--- src/rtl/paol_pkg.sv ---
package paol_pkg;

    localparam int POSITION_SHIFT = 3;
    localparam int SEGMENT_MASK   = 15;
    localparam int STEP_SIZE      = 5;

    localparam int POS_W    = 16;
    localparam int DIFF_W   = 8;
    localparam int ENTRY_W  = 8;
    localparam int SUM_W    = 16;
    localparam int LIMIT_W  = 7;
    localparam int CFG_IDX_W  = 2;
    localparam int CFG_DATA_W = 16;

    localparam logic [POS_W-1:0]   BASE_RESET  = 16'd2100;
    localparam logic [LIMIT_W-1:0] LIMIT_RESET = 7'd60;

    typedef enum logic [CFG_IDX_W-1:0] {
        CFG_BASE_POSITION = 2'd0,
        CFG_ADAPT_LIMIT   = 2'd1
    } t_cfg_index;

    typedef logic signed [ENTRY_W-1:0] t_entry;

endpackage

--- src/rtl/position_adaptive_offset_learner.sv ---
// Position-adaptive offset learner.
// Input channel: i_in_valid with o_in_stall carries one word per door
// position update (i_position, i_difference). Output channel: o_out_valid
// with i_out_stall returns one word per input word (o_learned_offset), the
// stored offset for that position before it is updated.
// Configuration: i_cfg_valid/o_cfg_ready writes base_position (index 0) or
// adapt_limit (index 1); o_cfg_ready is always high. Write only while idle.
// Throughput: one word per cycle while the receiver does not stall. Each
// word does one read of the curve memory at acceptance; a segment-boundary
// word on the curve writes its entry as it leaves the processing stage. A
// write at the same edge as the next read is forwarded to the next word.
// Reset clears the accumulator, loads the register reset values and marks
// every curve entry as unwritten (it reads as zero); no clearing pass is
// needed and the block takes words in the first cycle after reset.
// When the receiver stalls, the output register holds its word, one more
// word waits in the processing stage, and then o_in_stall is raised.
module position_adaptive_offset_learner
    import paol_pkg::*;
#(
    parameter int CURVE_LENGTH = 64
) (
    input  logic                    i_clk,
    input  logic                    i_rst_n,
    input  logic                    i_in_valid,
    output logic                    o_in_stall,
    input  logic [POS_W-1:0]        i_position,
    input  logic signed [DIFF_W-1:0] i_difference,
    output logic                    o_out_valid,
    input  logic                    i_out_stall,
    output logic signed [ENTRY_W-1:0] o_learned_offset,
    input  logic                    i_cfg_valid,
    output logic                    o_cfg_ready,
    input  logic [CFG_IDX_W-1:0]    i_cfg_index,
    input  logic [CFG_DATA_W-1:0]   i_cfg_data
);

    localparam int AW = (CURVE_LENGTH > 1) ? $clog2(CURVE_LENGTH) : 1;

    // Configuration registers.
    logic [POS_W-1:0]   r_base;
    logic [LIMIT_W-1:0] r_limit;

    // Curve memory and per-entry written marks.
    t_entry            mem [CURVE_LENGTH];
    logic [CURVE_LENGTH-1:0] r_vld;

    // Processing stage.
    logic               r_b_valid;
    logic [AW-1:0]      r_b_addr;
    logic               r_b_in_range;
    logic               r_b_seg;
    logic signed [DIFF_W-1:0] r_b_diff;
    t_entry             r_rd_data;
    logic               r_rd_vld;
    logic               r_fwd_en;
    logic [AW-1:0]      r_fwd_addr;
    t_entry             r_fwd_data;
    logic [SUM_W-1:0]   r_sum;

    // Output register.
    logic               r_out_valid;
    t_entry             r_out_data;

    logic               in_acc;
    logic               b_adv;
    logic               wr_en;
    logic [POS_W-1:0]   pos_off;
    logic [POS_W-1:0]   idx_w;
    logic               in_range;
    logic [AW-1:0]      rd_addr;
    logic               seg;
    t_entry             stored;
    t_entry             entry;
    logic [SUM_W-1:0]   n_sum;
    logic signed [SUM_W-1:0] avg;
    logic signed [SUM_W-1:0] lim16;
    logic signed [SUM_W-1:0] avg_c;
    logic signed [8:0]  avg9;
    logic signed [8:0]  entry9;
    logic signed [8:0]  lim9;
    logic signed [8:0]  upd9;
    logic signed [8:0]  upd_c9;
    t_entry             upd;

    assign o_cfg_ready = 1'b1;

    always_ff @(posedge i_clk) begin
        if (!i_rst_n) begin
            r_base  <= BASE_RESET;
            r_limit <= LIMIT_RESET;
        end else if (i_cfg_valid && o_cfg_ready) begin
            case (i_cfg_index)
                CFG_BASE_POSITION: r_base  <= i_cfg_data;
                CFG_ADAPT_LIMIT:   r_limit <= i_cfg_data[LIMIT_W-1:0];
                default: ;
            endcase
        end
    end

    // Index selection for the incoming word.
    always_comb begin
        pos_off  = i_position - r_base;
        idx_w    = (i_position > r_base) ? (pos_off >> POSITION_SHIFT) : '0;
        in_range = idx_w < POS_W'(CURVE_LENGTH);
        rd_addr  = idx_w[AW-1:0];
        seg      = (i_position[7:0] & 8'(SEGMENT_MASK)) <= 8'd1;
    end

    assign b_adv      = r_b_valid && (!r_out_valid || !i_out_stall);
    assign o_in_stall = r_b_valid && !b_adv;
    assign in_acc     = i_in_valid && !o_in_stall;
    assign wr_en      = b_adv && r_b_seg && r_b_in_range;

    // Read-modify-write of the selected entry.
    always_comb begin
        if (r_fwd_en && (r_fwd_addr == r_b_addr)) begin
            stored = r_fwd_data;
        end else if (r_rd_vld) begin
            stored = r_rd_data;
        end else begin
            stored = '0;
        end
        entry = r_b_in_range ? stored : '0;

        n_sum = r_sum + {{(SUM_W-DIFF_W){r_b_diff[DIFF_W-1]}}, r_b_diff};
        avg   = $signed(n_sum) >>> POSITION_SHIFT;
        lim16 = $signed({{(SUM_W-LIMIT_W){1'b0}}, r_limit});
        if (avg >= lim16) begin
            avg_c = lim16;
        end else if (avg <= -lim16) begin
            avg_c = -lim16;
        end else begin
            avg_c = avg;
        end

        // The clamped average stays within 7 bits plus sign.
        avg9   = avg_c[8:0];
        entry9 = {entry[ENTRY_W-1], entry};
        lim9   = $signed({2'b00, r_limit});
        if (avg9 > entry9) begin
            upd9 = entry9 + 9'sd5;
        end else if ((avg9 < entry9) && (entry9 > 9'sd0)) begin
            upd9 = entry9 - 9'sd5;
        end else begin
            upd9 = entry9;
        end
        if (upd9 >= lim9) begin
            upd_c9 = lim9;
        end else if (upd9 <= -lim9) begin
            upd_c9 = -lim9;
        end else begin
            upd_c9 = upd9;
        end
        upd = upd_c9[ENTRY_W-1:0];
    end

    always_ff @(posedge i_clk) begin
        if (in_acc) begin
            r_rd_data <= mem[rd_addr];
        end
        if (wr_en) begin
            mem[r_b_addr] <= upd;
        end
    end

    always_ff @(posedge i_clk) begin
        if (!i_rst_n) begin
            r_vld <= '0;
        end else if (wr_en) begin
            r_vld[r_b_addr] <= 1'b1;
        end
    end

    // The forward record covers the write that coincides with a read.
    always_ff @(posedge i_clk) begin
        if (!i_rst_n) begin
            r_fwd_en <= 1'b0;
        end else if (in_acc) begin
            r_fwd_en <= wr_en;
        end
    end

    always_ff @(posedge i_clk) begin
        if (in_acc) begin
            r_b_addr     <= rd_addr;
            r_b_in_range <= in_range;
            r_b_seg      <= seg;
            r_b_diff     <= i_difference;
            r_rd_vld     <= r_vld[rd_addr];
            r_fwd_addr   <= r_b_addr;
            r_fwd_data   <= upd;
        end
        if (b_adv) begin
            r_out_data <= entry;
        end
    end

    always_ff @(posedge i_clk) begin
        if (!i_rst_n) begin
            r_b_valid   <= 1'b0;
            r_out_valid <= 1'b0;
            r_sum       <= '0;
        end else begin
            if (in_acc) begin
                r_b_valid <= 1'b1;
            end else if (b_adv) begin
                r_b_valid <= 1'b0;
            end
            if (b_adv) begin
                r_out_valid <= 1'b1;
                r_sum       <= r_b_seg ? '0 : n_sum;
            end else if (!i_out_stall) begin
                r_out_valid <= 1'b0;
            end
        end
    end

    assign o_out_valid      = r_out_valid;
    assign o_learned_offset = r_out_data;

endmodule

--- config.mk ---
export PLATFORM = sky130hd
export DESIGN_NAME = position_adaptive_offset_learner
export DESIGN_NICKNAME = d
export VERILOG_FILES = /design/src/rtl/paol_pkg.sv /design/src/rtl/position_adaptive_offset_learner.sv
export SDC_FILE = /design/constraint.sdc
export NUM_CORES = 1
export LEC_CHECK = 0
export BUFFER_PORTS_ARGS = -buffer_cell sky130_fd_sc_hd__clkbuf_2
export CAP_MARGIN = 20
export CORE_UTILIZATION = 60
export DETAILED_ROUTE_END_ITERATION = 16
export PLACE_DENSITY = 0.77
export SETUP_SLACK_MARGIN = 0.02
export SKIP_LAST_GASP = 1
export SLEW_MARGIN = 20
export SYNTH_ARGS = -nofsm -noshare
export SYNTH_HDL_FRONTEND = slang
export SYNTH_SLANG_ARGS = --single-unit
--- constraint.sdc ---
create_clock -name i_clk -period 13.44 [get_ports i_clk]
set_clock_uncertainty 0.2 [all_clocks]
set_input_delay 2.016 -clock i_clk [delete_from_list [all_inputs] [get_ports i_clk]]
set_output_delay 2.016 -clock i_clk [all_outputs]
set_load 0.02 [all_outputs]
==> results of run 1 <==
[sequential cells by signal (all words and copies together), names as in the netlist]
| name | count |
|---|---|
| mem | 512 |
| o_learned_offset | 8 |
| o_out_valid | 1 |
| r_b_addr | 6 |
| r_b_diff | 8 |
| r_b_in_range | 1 |
| r_b_seg | 1 |
| r_b_valid | 1 |
| r_base | 16 |
| r_fwd_addr | 6 |
| r_fwd_data | 8 |
| r_fwd_en | 1 |
| r_limit | 7 |
| r_rd_data | 8 |
| r_rd_vld | 1 |
| r_sum | 16 |
| r_vld | 64 |
[cells in the final DEF (no fill, tap or decap), types with 8 or more instances in the layout]
master | synthesis | layout
edfxtp_1 | 559 | 559
nand2_1 | 399 | 399
a211oi_1 | 112 | 112
dfxtp_1 | 106 | 106
nor2_1 | 104 | 104
and3_1 | 90 | 90
nand3_1 | 89 | 89
ha_1 | 79 | 79
o21a_1 | 76 | 76
clkbuf_16 | 0 | 71
o21ai_0 | 62 | 58
inv_1 | 57 | 57
a31oi_1 | 57 | 56
clkbuf_2 | 0 | 55
mux2i_1 | 50 | 49
a311oi_1 | 49 | 48
a21oi_1 | 45 | 43
nor2b_1 | 38 | 37
clkbuf_1 | 85 | 34
buf_4 | 6 | 30
a22oi_1 | 25 | 25
xnor2_1 | 24 | 24
nand4_1 | 22 | 22
o211ai_1 | 22 | 22
nor3_1 | 19 | 19
a21o_1 | 18 | 18
mux2_2 | 17 | 17
a21boi_0 | 15 | 15
or3_1 | 13 | 13
o21ai_1 | 12 | 12
xor2_1 | 11 | 11
o2111ai_1 | 10 | 10
clkinv_2 | 0 | 9
a32oi_1 | 8 | 8
[power groups by stage]
| stage | sequential [mW] | clock, mW | combinational (mW) |
|---|---|---|---|
| 2_1_floorplan | 2.84 | 0 | 0.805 |
| 3_3_place_gp | 2.80 | 0 | 1.29 |
| 3_5_place_dp | 2.80 | 0 | 1.33 |
| 4_1_cts | 2.76 | 1.85 | 1.34 |
| 5_1_grt | 2.76 | 1.93 | 1.46 |
| 6_report | 2.76 | 1.83 | 1.36 |
[metrics by stage]
stage                     power, mW  utilization (%)  std cells  area [µm²]
after floorplan                3.64                -       2438       29700
after global placement         4.08             62.5       3044       30500
after detailed placement       4.13             62.5       3044       30500
after CTS                      5.94             66.9       3171       32700
after global routing           6.14             66.9       3171       32700
final                          5.95             66.9       3172       32700
[worst reg2reg max path, delay by kind of cell, from the launching register on]
kind | cells | cell delay (ns)
xor gates and xnor gates | 2 | 0.48
muxes | 1 | 0.27
AOI/OAI and AO/OA | 21 | 4.86
adders and majority gates | 4 | 1.51
and+or+nand+nor | 7 | 1.30
buffers and inverters | 1 | 0.52
DFF | 1 | 0.56
[area by class of cell]
| cell class | instances | area [µm²] |
|---|---|---|
| Inverter | 61 | 231 |
| Fill cell | 3474 | 16100 |
| Clock inverter | 21 | 243 |
| Multi-Input combinational cell | 1569 | 10100 |
| Timing Repair Buffer | 85 | 500 |
| Antenna cell | 1 | 2.50 |
| Sequential cell | 665 | 18900 |
| Clock buffer | 106 | 1920 |
| Tap cell | 664 | 831 |
[layer usage]
layer / track usage (%) / wire length [µm] / vias up
met5: 0 / 0 / -
met4: 9.96 / 2250 / 0
met3: 5.62 / 6330 / 157
met2: 49.2 / 36600 / 1055
met1: 41.4 / 30900 / 10118
li1: - / - / 9249
[kinds of logic after synthesis]
| group | after synthesis | share of synthesized area (%) |
|---|---|---|
| fa+ha+maj | 82 | 3.47 |
| xor+xnor | 36 | 1.09 |
| compound gates | 565 | 13.8 |
| other cells | 1 | 0.0126 |
| mux | 68 | 2.37 |
| simple gates | 817 | 12.7 |
| flops | 665 | 63.7 |
| buf+inv | 204 | 2.88 |
[how the worst max path moves through the flow]
stage                          startpoint                    to  slack, ns
finish              r_b_diff[7]$_DFFE_PP_   mem[6][0]$_DFFE_PP_       3.38
global route        r_b_diff[7]$_DFFE_PP_   mem[6][0]$_DFFE_PP_       2.72
CTS                 r_b_diff[7]$_DFFE_PP_   mem[7][4]$_DFFE_PP_       3.45
detailed placement  r_b_diff[7]$_DFFE_PP_  mem[20][4]$_DFFE_PP_       3.48
global placement    r_b_diff[7]$_DFFE_PP_  mem[55][4]$_DFFE_PP_       3.70
floorplan           r_b_diff[7]$_DFFE_PP_   mem[0][7]$_DFFE_PP_       2.52
==> flow_summary.ini, run 1 <==
[status]
outcome = finished clean

[worst_setup_path]
r2r_cells = 36
slowest_delay_ns = 0.56
required_ns = 13.56
crit_slowest_cell = edfxtp_1
critPathBufInv = 1
worst-path-stages = 36
start_kind = flop
cp_max_fo = 65
crit_type = reg -> reg
reg2reg_from = r_b_diff[7]$_DFFE_PP_
r2r_end = mem[6][0]$_DFFE_PP_
r2r_setup_slack_ns = 3.38
cp_top_family = compound AO/OA/AOI/OAI gates
crit_path_end_kind = flop
cp.arrival_ns = 10.18
critPathMostFrequentCell = a21o_1

[global_routing]
gr-usage-all-layers_pct = 30.3
antenna_found_initial = 2
grt_pass1_wl_um = 116000
first_global_vias = 19771
grt_max_degree = 95
grt-ovfl-total = 0

[floorplan]
coreArea_um2 = 48800
die_y_um = 224
initial_core_util_pct = 60.7
io-pin-count = 58
rows = 81
fp.dieArea_um2 = 50400
dieWidth_um = 224

[detailed_routing]
first_pass_iters = 5
drtAntennaViolNets = 0
via_per_inst = 6.49
wl_um = 76000
drt_iter0_markers = 2349
vias = 20579
drc = 0
wl_per_cell_um = 24.0

[sta]
tightest_slew_ns = 1.08
slew_headroom_pct = 27.8
tns_ns = 0
final_hold_viol_count = 0
drv_slew = 0
finalHoldWorstSlack_ns = 0.256
min_period_over_period_pct = 74.9
setup_ws_ns = 3.38
period_needed_ns = 10.06
setup_viol = 0
max_freq_mhz = 99.4
rsz0062_at_grt = false

[synthesis]
yosysMostFrequentCell = edfxtp_1
synth_largest_area_cell = edfxtp_1
yosys_warnings = 0
netlist_top_cells_area = edfxtp_1 (57%), dfxtp_1 (7.2%), nand2_1 (5.0%)
seq_area_frac_synth_pct = 63.7
synth_common_cells = edfxtp_1 (559), nand2_1 (399), a211oi_1 (112)
syn_inst = 2438
avgSynthCellArea_um2 = 12.2
synthFlopType = edfxtp_1
syn-cell-area_um2 = 29700
syn-num-nets = 2565
synth_top_area_share_pct = 56.6
ys_types = 81
ys_async_sr_fraction_pct = 0
ys_ff_latch = 665
synth_edf_count = 559

[final_layout]
drive_above_1_share_pct = 9.37
nets = 2578
syn2layout_area_growth_pct = 10.2

[hold_path]
hp-start = r_vld[28]$_SDFFE_PN0P_
hp-class = reg -> reg
worst_hold_path.endpoint = r_vld[28]$_SDFFE_PN0P_
min_path_cells = 1

[pwr]
power.share.sequential_pct = 46.3
ir_drop_v = 0.000184
combPwrFrac_pct = 22.8
switching_share_pct = 30.9
power-per-cell-area_nw_per_um2 = 182
power.switching_mw = 1.84
power.internal_mw = 4.11
clkPwrFrac_pct = 30.8
p_leak_nw = 11.6

[clocking]
cts_num_sinks = 665
cts_root_buffer = clkbuf_16
clkTransAtPathRegs_ns = 0.06
cts_inserted_buffers = 69
cts_resized = 0
hold_buffers = 0
cts_tree = built
cts_buffer_depth = 3
cts_setup_buffers = 0
clock_latency_ns = 0.62
htreeDepth = 3

[placed_design]
port_buffers = 56
hpwlAfterDp_um = 47000
gp_congestion = 0.928
post-place-ws_ns = 3.48

[job]
drv_cap = 0
No activity file was read; power rests on OpenSTA's default activity.
==> inputs of run 2 (changes only) <==
- ABC_AREA: unset -> 1
- clock period: 13.44 -> 9.4 ns (I/O delays scaled with it)
==> run 2 against run 1 <==
  * Non-clock buffer count did not move
  * Cell count rose by 27%
  * Via count rose by 13%
  * Maximum frequency rose by 17%
  * Sequential share of layout area fell by 2.5 points
  * Worst setup slack got worse by 2.6 ns
  * Critical path type unchanged
  * Largest power group unchanged
==> flow_summary.ini, run 2 <==
[status]
outcome = finished clean

[synthesis]
synth_edf_count = 559
netlist_top_cells_area = edfxtp_1 (54%), nand2_1 (12%), dfxtp_1 (6.8%)
synth_common_cells = nand2_1 (956), edfxtp_1 (559), nand3_1 (418)
synth-xor-area-share_pct = 0.705
synth_fa_ha_area_share_pct = 3.25
synth_top_area_share_pct = 54.0
synthFlopType = edfxtp_1
syn-num-nets = 3398
syn_inst = 3271
ys_async_sr_fraction_pct = 0
synth_compound_area_share_pct = 5.01
seq_area_frac_synth_pct = 60.9
synth_top_family_by_area = simple AND/OR/NAND/NOR gates
ys_types = 51
synth_mux_area_share_pct = 0
avgSynthCellArea_um2 = 9.49
ys_ff_latch = 665
yosysMostFrequentCell = nand2_1
syn-cell-area_um2 = 31100
yosys_warnings = 0
synth_largest_area_cell = edfxtp_1
synthSimpleGateAreaFrac_pct = 23.1

[floorplan]
fp.dieArea_um2 = 52700
io-pin-count = 58
rows = 83
dieWidth_um = 230
die_y_um = 230
coreArea_um2 = 51200
initial_core_util_pct = 60.7

[final_layout]
final_area_um2 = 34200
reg_top3 = mem x512, r_vld x64
nets = 3415
utilization_pct = 66.7
syn2layout_area_growth_pct = 10.0
final_cell_mix = nand2_1 (948), edfxtp_1 (559), nand3_1 (417)
largest_reg_flops = 512
final_common_cell = nand2_1
drive_above_1_share_pct = 7.36
top_register = mem

[hold_path]
hp-class = reg -> reg
min_path_cells = 2
hp-start = r_base[9]$_SDFFE_PN0P_
worst_hold_path.endpoint = r_base[9]$_SDFFE_PN0P_

[worst_setup_path]
start_kind = flop
cp.arrival_ns = 8.86
required_ns = 9.64
r2r_cells = 45
startpoint = r_b_diff[7]$_DFFE_PP_
reg2reg_from = r_b_diff[7]$_DFFE_PP_
slowest_delay_ns = 0.55
crit_slowest_cell = edfxtp_1
r2r_setup_slack_ns = 0.79
critPathMostFrequentCell = nand2_1
r2r_end = mem[33][0]$_DFFE_PP_
crit_type = reg -> reg
crit_path_end_kind = flop
cp_max_fo = 29

[detailed_routing]
via_per_inst = 5.78
wl_per_cell_um = 19.6
first_pass_iters = 8
drtAntennaViolNets = 0
vias = 23250
drc = 0
drt_iter0_markers = 2696
wl_um = 78700

[sta]
finalHoldWorstSlack_ns = 0.262
tightest_slew_ns = 1.15
drv_slew = 0
max_freq_mhz = 116
final_hold_viol_count = 0
tns_ns = 0
period_needed_ns = 8.61
rsz0062_at_grt = false
slew_headroom_pct = 23.0
setup_ws_ns = 0.786
setup_viol = 0
min_period_over_period_pct = 91.6

[pwr]
power.share.sequential_pct = 43.3
combPwrFrac_pct = 31.9
p_leak_nw = 14.1
ir_drop_v = 0.000458
clkPwrFrac_pct = 24.8
power.switching_mw = 3.82
power.internal_mw = 6.97
power-per-cell-area_nw_per_um2 = 316
switching_share_pct = 35.4

[placed_design]
hpwlAfterDp_um = 47900
post-place-ws_ns = 0.464
port_buffers = 56
gp_congestion = 0.923
placed_area_um2 = 31900

[global_routing]
first_global_vias = 22239
grt_max_degree = 196
antenna_found_initial = 0
gr-usage-all-layers_pct = 30.2
grt-ovfl-total = 0
grt_pass1_wl_um = 123000

[clocking]
clock_latency_ns = 0.62
htreeDepth = 3
cts_root_buffer = clkbuf_16
clkTransAtPathRegs_ns = 0.06
cts_resized = 0
cts_num_sinks = 665
cts_inserted_buffers = 70
cts_tree = built
cts_setup_buffers = 0
hold_buffers = 0
cts_buffer_depth = 3

[job]
drv_cap = 0
run 2: cell type report:
class | count | area, µm²
sequential | 665 | 18900
fill | 3837 | 17000
multi-input combinational | 2053 | 10000
clock buffer | 90 | 1870
inverter | 413 | 1560
tap | 680 | 851
timing repair buffer | 85 | 611
clock inverter | 38 | 343
antenna | 1 | 2.50
run 2: layer usage:
layer / global-route usage (%) / routed length, µm / vias up
met5: 0 / 0 / -
met3: 4.89 / 7070 / 180
li1: - / - / 10896
met2: 48.6 / 37500 / 1200
met1: 41.4 / 31700 / 10974
met4: 11.0 / 2370 / 0
run 2: logic make-up after synthesis:
group	after synthesis
AND/OR/NAND/NOR	1703
AO/OA/AOI/OAI	244
buffers and inverters	553
XOR/XNOR	25
other	1
adder cells (fa/ha/maj)	80
flip-flops	665
run 2: how the worst max path moves through the flow:
stage | to | slack (ns)
3_5_place_dp | mem[7][5]$_DFFE_PP_ | 0.46
3_3_place_gp | mem[6][5]$_DFFE_PP_ | 0.69
2_1_floorplan | mem[0][7]$_DFFE_PP_ | 0.45
5_1_grt | mem[63][5]$_DFFE_PP_ | 0.15
4_1_cts | mem[11][5]$_DFFE_PP_ | 0.39
6_report | mem[33][0]$_DFFE_PP_ | 0.79
run 2: critical path, delay by kind of cell (launching register included):
family                     cells  cell delay, ns
AOI/OAI and AO/OA             10            2.03
xor gates and xnor gates       3            0.63
adders and majority gates      4            1.43
buffers and inverters          5            0.68
DFF                            1            0.55
and+or+nand+nor               23            2.89
run 2: through the flow:
step / instances / power (mW)
floorplan: 3271 / 6.66
global placement: 3896 / 7.95
detailed placement: 3896 / 8.09
CTS: 4024 / 10.7
global route: 4024 / 11.2
finish: 4025 / 10.8
run 2: power groups by stage:
stage | logic (mW) | clock network (mW) | registers [mW]
final | 3.45 | 2.67 | 4.67
after floorplan | 1.85 | 0 | 4.81
after global placement | 3.23 | 0 | 4.73
after CTS | 3.38 | 2.70 | 4.67
after global routing | 3.70 | 2.81 | 4.67
after detailed placement | 3.36 | 0 | 4.73
